==> config.mk <==
export PLATFORM = sky130hd
export DESIGN_NAME = cumulative_bucket_histogram_core
export DESIGN_NICKNAME = d
export VERILOG_FILES = /design/src/rtl/chb_pkg.sv /design/src/rtl/chb_cell.sv /design/src/rtl/chb_sum.sv /design/src/rtl/cumulative_bucket_histogram_core.sv
export SDC_FILE = /design/constraint.sdc
export NUM_CORES = 2
export LEC_CHECK = 0
export BUFFER_PORTS_ARGS = -buffer_cell sky130_fd_sc_hd__buf_2
export CAP_MARGIN = 20
export CELL_PAD_IN_SITES_DETAIL_PLACEMENT = 1
export CELL_PAD_IN_SITES_GLOBAL_PLACEMENT = 1
export CORE_ASPECT_RATIO = 1.25
export CORE_MARGIN = 1
export CORE_UTILIZATION = 40
export CTS_CLUSTER_DIAMETER = 100
export DETAILED_ROUTE_END_ITERATION = 6
export PLACE_DENSITY_LB_ADDON = 0.1
export SYNTH_ARGS = -nofsm -noshare
export SYNTH_HDL_FRONTEND = slang
export SYNTH_SLANG_ARGS = --single-unit
export TNS_END_PERCENT = 100
==> constraint.sdc <==
create_clock -name clk -period 29.3 [get_ports clk]
set_input_delay 4.395 -clock clk [delete_from_list [all_inputs] [get_ports clk]]
set_output_delay 4.395 -clock clk [all_outputs]
set_load 0.1 [all_outputs]
==> src/rtl/chb_pkg.sv <==
package chb_pkg;

    // number of buckets with a finite bound, and counter / value widths
    localparam int FINITE_BOUNDS = 7;
    localparam int COUNT_WIDTH   = 32;
    localparam int VALUE_WIDTH   = 32;

    // fixed field widths
    localparam int REG_COUNT   = 7;
    localparam int IDX_W       = 3;
    localparam int VAL_FIELD_W = 32;
    localparam int OUT_COUNT_W = 32;
    localparam int SUM_W       = 48;
    localparam int CFG_W       = 32;

    // significant bits of an observed value
    localparam int VAL_W = (VALUE_WIDTH < VAL_FIELD_W) ? VALUE_WIDTH : VAL_FIELD_W;

    // one read out gives every bucket and then the sum
    localparam int RESULTS = FINITE_BOUNDS + 2;
    localparam int CNT_W   = $clog2(RESULTS + 1);

    // output tdata: bucket_index, bucket_count, total_sum, padded to bytes
    localparam int OUT_RAW_W  = IDX_W + OUT_COUNT_W + SUM_W;
    localparam int OUT_DATA_W = ((OUT_RAW_W + 7) / 8) * 8;

    // operation codes on the input tuser
    localparam logic OP_OBSERVE = 1'b0;
    localparam logic OP_READOUT = 1'b1;

    // result kind codes on the output tuser
    localparam logic KIND_COUNT = 1'b0;
    localparam logic KIND_SUM   = 1'b1;

    // bound registers after reset, Q15.16
    localparam logic signed [CFG_W-1:0] BOUND_RESET [REG_COUNT] = '{
        32'sd328, 32'sd1638, 32'sd6554, 32'sd32768,
        32'sd65536, 32'sd163840, 32'sd655360
    };

    typedef logic signed [VAL_FIELD_W-1:0] value_t;
    typedef logic [COUNT_WIDTH-1:0]        count_t;
    typedef logic [OUT_COUNT_W-1:0]        snap_t;
    typedef logic signed [SUM_W-1:0]       sum_t;

    // control broadcast from the top level to every cell
    typedef struct packed {
        logic observe;
        logic load;
        logic shift;
    } cell_ctl_t;

endpackage

==> src/rtl/chb_cell.sv <==
module chb_cell (
    input  logic               clk,
    input  logic               rst_n,
    input  chb_pkg::cell_ctl_t ctl,
    input  chb_pkg::value_t    value,
    input  chb_pkg::value_t    bound,
    input  logic               force_hit,
    input  chb_pkg::snap_t     shift_in,
    output chb_pkg::snap_t     shift_out
);
    import chb_pkg::*;

    count_t count_reg;
    count_t count_next;
    snap_t  snap_reg;
    snap_t  snap_next;
    logic   hit;
    logic   count_full;
    logic   count_wide;
    snap_t  count_clamped;

    // bucket hit when the value is at most the bound
    assign hit        = force_hit || (value <= bound);
    assign count_full = (count_reg == '1);

    // saturating counter
    always_comb
    begin
        count_next = count_reg;
        if (ctl.observe && hit && !count_full)
        begin
            count_next = count_reg + COUNT_WIDTH'(1);
        end
    end

    // counts wider than the output field read out as all ones
    assign count_wide    = (count_reg > COUNT_WIDTH'(32'hFFFF_FFFF));
    assign count_clamped = count_wide ? '1 : OUT_COUNT_W'(count_reg);

    // snapshot stage, loaded on read out, then shifted toward the output
    always_comb
    begin
        snap_next = snap_reg;
        if (ctl.load)
        begin
            snap_next = count_clamped;
        end
        else if (ctl.shift)
        begin
            snap_next = shift_in;
        end
    end

    always_ff @(posedge clk or negedge rst_n)
    begin
        if (!rst_n)
        begin
            count_reg <= '0;
        end
        else
        begin
            count_reg <= count_next;
        end
    end

    always_ff @(posedge clk)
    begin
        snap_reg <= snap_next;
    end

    assign shift_out = snap_reg;

endmodule

==> src/rtl/chb_sum.sv <==
module chb_sum (
    input  logic               clk,
    input  logic               rst_n,
    input  chb_pkg::cell_ctl_t ctl,
    input  chb_pkg::value_t    value,
    output chb_pkg::sum_t      sum_snap
);
    import chb_pkg::*;

    sum_t                sum_reg;
    sum_t                sum_next;
    sum_t                snap_reg;
    logic signed [SUM_W:0] wide_sum;

    // one guard bit catches overflow of the running sum
    assign wide_sum = {sum_reg[SUM_W-1], sum_reg} + (SUM_W + 1)'(value);

    // clamp to the signed 48-bit range
    always_comb
    begin
        sum_next = sum_reg;
        if (ctl.observe)
        begin
            if (wide_sum[SUM_W] != wide_sum[SUM_W-1])
            begin
                sum_next = wide_sum[SUM_W] ? {1'b1, {(SUM_W-1){1'b0}}}
                                           : {1'b0, {(SUM_W-1){1'b1}}};
            end
            else
            begin
                sum_next = wide_sum[SUM_W-1:0];
            end
        end
    end

    always_ff @(posedge clk or negedge rst_n)
    begin
        if (!rst_n)
        begin
            sum_reg <= '0;
        end
        else
        begin
            sum_reg <= sum_next;
        end
    end

    // sum held for the end of a read out
    always_ff @(posedge clk)
    begin
        if (ctl.load)
        begin
            snap_reg <= sum_reg;
        end
    end

    assign sum_snap = snap_reg;

endmodule

==> src/rtl/cumulative_bucket_histogram_core.sv <==
// Cumulative bucket histogram with saturating counters and a saturating sum.
// Input stream: tuser is the operation (observe or read out), tdata is the
// observed value, signed Q15.16. While the row is idle an observe word is
// taken every cycle; each bucket cell compares the value with its bound and
// bumps its counter, the last cell always counts, and the sum unit adds the
// value, all at once. A read out word copies every counter into the snapshot
// stages of the cell row and the sum into the snapshot of the sum unit. The
// row then shifts one stage a cycle, while the output is not stalled, toward
// the output register: one word per bucket in order, then the sum word with
// tlast high. The first result word reaches the output register from the
// head of the row after the snapshot is loaded. While that row drains no new
// input word is taken; the next one is taken in the cycle the sum word moves
// to the output. A stalled output holds its word and the row waits behind it.
// Configuration: cfg_we writes cfg_data into bound register cfg_index;
// indexes past the last bound are ignored. Write only while idle.
// Reset (rst_n low) clears all counters and the sum, empties the row and
// loads the default bounds.
module cumulative_bucket_histogram_core (
    input  logic                               clk,
    input  logic                               rst_n,
    // input words
    input  logic                               s_axis_tvalid,
    output logic                               s_axis_tready,
    input  logic [chb_pkg::VAL_FIELD_W-1:0]    s_axis_tdata,  // observed_value
    input  logic                               s_axis_tuser,  // operation
    // result words
    output logic                               m_axis_tvalid,
    input  logic                               m_axis_tready,
    // bucket_index [2:0], bucket_count [34:3], total_sum [82:35], zero pad
    output logic [chb_pkg::OUT_DATA_W-1:0]     m_axis_tdata,
    output logic                               m_axis_tuser,  // item_kind
    output logic                               m_axis_tlast,  // last_item
    // configuration
    input  logic                               cfg_we,
    input  logic [chb_pkg::IDX_W-1:0]          cfg_index,
    input  logic [chb_pkg::CFG_W-1:0]          cfg_data
);
    import chb_pkg::*;

    value_t             bound_reg [FINITE_BOUNDS];
    value_t             value;
    cell_ctl_t          ctl;
    snap_t              chain [FINITE_BOUNDS+2];
    sum_t               sum_snap;

    logic [CNT_W-1:0]   cnt_reg;
    logic [CNT_W-1:0]   cnt_next;
    logic               advance;
    logic               accept;
    logic               readout;

    logic               out_valid_reg;
    logic               out_valid_next;
    logic               out_kind_reg;
    logic [IDX_W-1:0]   out_index_reg;
    snap_t              out_count_reg;
    sum_t               out_sum_reg;
    logic               out_last_reg;

    // bound registers
    for (genvar k = 0; k < FINITE_BOUNDS; k++)
    begin : g_bound
        always_ff @(posedge clk or negedge rst_n)
        begin
            if (!rst_n)
            begin
                bound_reg[k] <= BOUND_RESET[k];
            end
            else if (cfg_we && (cfg_index == IDX_W'(k)))
            begin
                bound_reg[k] <= cfg_data;
            end
        end
    end

    // input handshake and row control
    assign advance       = !out_valid_reg || m_axis_tready;
    assign s_axis_tready = (cnt_reg == '0) || ((cnt_reg == CNT_W'(1)) && advance);
    assign accept        = s_axis_tvalid && s_axis_tready;
    assign readout       = accept && (s_axis_tuser == OP_READOUT);

    assign value = VAL_FIELD_W'(signed'(s_axis_tdata[VAL_W-1:0]));

    assign ctl.observe = accept && (s_axis_tuser == OP_OBSERVE);
    assign ctl.load    = readout;
    assign ctl.shift   = advance && (cnt_reg > CNT_W'(1));

    // row of bucket cells, the infinite bucket last
    for (genvar k = 0; k <= FINITE_BOUNDS; k++)
    begin : g_cell
        chb_cell u_cell (
            .clk       (clk),
            .rst_n     (rst_n),
            .ctl       (ctl),
            .value     (value),
            .bound     ((k < FINITE_BOUNDS) ? bound_reg[(k < FINITE_BOUNDS) ? k : 0]
                                            : value),
            .force_hit ((k == FINITE_BOUNDS) ? 1'b1 : 1'b0),
            .shift_in  (chain[k+1]),
            .shift_out (chain[k])
        );
    end

    // nothing feeds the tail of the row
    assign chain[FINITE_BOUNDS+1] = '0;

    chb_sum u_sum (
        .clk      (clk),
        .rst_n    (rst_n),
        .ctl      (ctl),
        .value    (value),
        .sum_snap (sum_snap)
    );

    // words left in the row
    always_comb
    begin
        cnt_next       = cnt_reg;
        out_valid_next = out_valid_reg;
        if (advance)
        begin
            out_valid_next = (cnt_reg != '0);
            if (cnt_reg != '0)
            begin
                cnt_next = cnt_reg - CNT_W'(1);
            end
        end
        if (readout)
        begin
            cnt_next = CNT_W'(RESULTS);
        end
    end

    always_ff @(posedge clk or negedge rst_n)
    begin
        if (!rst_n)
        begin
            cnt_reg       <= '0;
            out_valid_reg <= 1'b0;
        end
        else
        begin
            cnt_reg       <= cnt_next;
            out_valid_reg <= out_valid_next;
        end
    end

    // output register, loaded from the head of the row
    always_ff @(posedge clk)
    begin
        if (advance && (cnt_reg != '0))
        begin
            if (cnt_reg == CNT_W'(1))
            begin
                out_kind_reg  <= KIND_SUM;
                out_index_reg <= '0;
                out_count_reg <= '0;
                out_sum_reg   <= sum_snap;
                out_last_reg  <= 1'b1;
            end
            else
            begin
                out_kind_reg  <= KIND_COUNT;
                out_index_reg <= IDX_W'(CNT_W'(RESULTS) - cnt_reg);
                out_count_reg <= chain[0];
                out_sum_reg   <= '0;
                out_last_reg  <= 1'b0;
            end
        end
    end

    assign m_axis_tvalid = out_valid_reg;
    assign m_axis_tuser  = out_kind_reg;
    assign m_axis_tlast  = out_last_reg;
    assign m_axis_tdata  = OUT_DATA_W'({out_sum_reg, out_count_reg, out_index_reg});

endmodule

==> impl_metrics.toml <==
[yosys]
ys.flop_type = "dfrtp_1"
synth-seq-cells = 921
synthCells = 4379
syn_avg_cell_area_um2 = 10.4
synth_edf_count = 388
yosysSeqAreaShare_pct = 54.8
async_flop_share_pct = 57.9
syn_area_mm2 = 0.0456
yosysUniqueCellTypes = 80
synth_warnings = 0
synth.top_cell.area_share_pct = 28.0
yosysTopAreaCell = "dfrtp_1"
synth_area_leaders = "dfrtp_1 (28%), edfxtp_1 (26%), nand2_1 (7.9%)"

[sta]
relSlewSlack_pct = 30.0
fin_crit_ns = 10.11
setup_viol = 0
worst_slew_pin_slew_ns = 1.05
finalSetupTns_ns = 0
finalHoldViolations = 0
max_freq_ghz = 0.0989
rsz0062_at_grt = "false"
finalCritPeriodShare_pct = 34.5
drv_slew = 0
skew_ns = 0.0205
finalHoldWorstSlack_ns = 0.487

[critical_path]
cp.arrival_ns = 5.72
worstSetupPathType = "primary input to primary output"
rrSetupSlack_ns = 24.30
reg2reg_depth = 10
crit_required_ns = 24.90
regToRegStartpoint = "cnt_reg[1]"
end_kind = "primary output"
startpoint_type = "primary input"
r2r_end = "g_cell[6].u_cell.shift_out[19]"
critPathMaxFanout = 3

[floorplanning]
dieArea_mm2 = 0.115
rows = 138
pin_count = 165
die_width_um = 304
coreArea_mm2 = 0.113
initial_core_util_pct = 40.3
fp.dieH_um = 380

[clock_network]
cts_tree = "yes"
cts_resized = 0
clk_pin_slew_worst_paths_ns = 0.06
clock_latency_ns = 0.71
cts_buffer_depth = 3
cts_inserted_buffers = 100
root_buffer = "clkbuf_16"
post_cts_buffers = 0
cts-htree-levels = 3
cts_hold_buffers = 0
cts_sinks = 921

[global_routing]
grtUsageTotal_pct = 20.9
grt_max_degree = 171
grt_pass1_wl_um = 190000
overflow = 0
grt_pass1_vias = 33100
antenna_found_initial = 22

[routing]
vias_per_cell = 5.18
routed_wl_um = 119000
dr.pass1.iters = 7
drtAntennaViolNets = 0
drc = 0
drt_iter0_drc = 1306
wire_per_inst_um = 19.6
vias = 31500

[layout]
utilization_pct = 45.4
fin_nets = 4864
postLayoutCellArea_mm2 = 0.0514
layout-drive-gt1-share_pct = 11.2
fillers = 12400
area.growth.synth_to_final_pct = 12.5

[place]
place_hpwl_um = 80700
place_area_mm2 = 0.0480
gp_congestion = 0.883
numPortBuffers = 159

[job]
max-cap-violations = 0

[min_path]
hold_path.class = "flip-flop to flip-flop"
holdCritStartpoint = "g_cell[4].u_cell.count_reg[13]"
holdPathEnd = "g_cell[4].u_cell.count_reg[13]"
whs_path_depth = 1

[outcome]
status = "completed"

[pwr]
total_power_mw = 4.41
ir_worst_vdd_v = 0.0000526
p_leak_nw = 23.8
pwr_density_cell_mw_per_mm2 = 85.9
[through the flow]
stage	setup WS, ns	cells
after global routing	19.07	6069
after floorplan	1.22	4383
after global placement	19.23	5871
after CTS	19.16	6060
after detailed placement	19.17	5872
final	19.19	6069
[worst max-delay path: stages]
cell and delay (ns):
buf_2 0.08, nand2b_1 0.15, a21oi_1 0.11, nor3_1 0.45, buf_2 0.53
[layer usage]
metal | global-route usage (%) | wire length [µm] | vias to the layer above
li1 | - | - | 15300
met1 | 28.3 | 54700 | 15500
met2 | 34.2 | 56300 | 476
met3 | 2.55 | 4050 | 205
met4 | 7.92 | 3640 | 10
met5 | 0 | 68 | -
[layout by cell type, fill, tap and decap left out, drive strengths merged, types with 6 or more instances in the layout]
cell	Yosys	final
a211oi	17	17
bufinv	0	8
xnor2	151	151
and2	49	49
diode	0	7
nor2	155	155
o21ai	245	245
or4	6	6
nand4	121	121
clkbuf	140	150
nand3	120	120
nand2b	18	18
o21bai	6	6
a21o	116	116
inv	270	272
o211ai	7	7
ha	284	284
mux2	107	107
o21a	18	18
and3	103	103
or2	12	12
buf	35	195
nor3	70	70
xor2	140	140
nor2b	46	46
a31oi	11	11
dfrtp	511	511
and4	25	25
nor4	38	38
dfstp	22	22
a21boi	6	6
a21oi	120	120
or3	6	6
clkinv	1	26
o221ai	7	7
nand2	964	964
edfxtp	388	388
[layout make-up]
class	instances	area (µm²)	area share [%]
Tap cell	1470	1840	3.58
Inverter	271	1020	2.00
Multi-Input combinational cell	3016	19000	37.0
Timing Repair Buffer	196	1130	2.19
Clock inverter	39	434	0.845
Sequential cell	921	25000	48.7
Clock buffer	149	2920	5.68
Antenna cell	7	17.5	0.0341
[report_power, final]
| part | internal [mW] | switching [mW] |
|---|---|---|
| logic | 0.388 | 0.892 |
| registers | 1.72 | 0.118 |
| clock network | 0.759 | 0.536 |
[kinds of logic (layout without fill, tap and decap cells)]
family                   Yosys count  count (layout)  synth area share (%)
flip-flops                       921             921                  54.8
AND/OR/NAND/NOR                 1749            1749                  17.7
XOR/XNOR                         291             291                  5.59
other                              1              12               0.00822
AO/OA/AOI/OAI                    578             578                  7.59
adder cells (fa/ha/maj)          285             285                  7.83
buffers and inverters            446             655                  3.82
multiplexers                     108             108                  2.66
[cell usage after synthesis, types with 7 or more instances]
library cell,instances
a211oi_1,17
a21o_1,116
a21oi_1,120
a31oi_1,10
and2_1,48
and3_1,101
and4_1,24
buf_1,9
buf_2,15
buf_4,9
clkbuf_1,139
dfrtp_1,511
dfstp_2,22
edfxtp_1,388
ha_1,284
inv_1,270
mux2_2,106
nand2_1,964
nand2b_1,18
nand3_1,117
nand4_1,119
nor2_1,155
nor2b_1,46
nor3_1,69
nor4_1,37
o211ai_1,7
o21a_1,18
o21ai_0,243
o221ai_1,7
or2_2,9
xnor2_1,151
xor2_1,140
[worst max path at each step]
| stage | start | endpoint | slack, ns |
|---|---|---|---|
| after detailed placement | m_axis_tready | s_axis_tready | 19.17 |
| after CTS | m_axis_tready | s_axis_tready | 19.16 |
| after global routing | m_axis_tready | s_axis_tready | 19.07 |
| after global placement | m_axis_tready | s_axis_tready | 19.23 |
| final | m_axis_tready | s_axis_tready | 19.19 |
| after floorplan | m_axis_tready | g_cell[0].u_cell.shift_out[0] | 1.22 |
No activity file was read; power rests on OpenSTA's default activity.
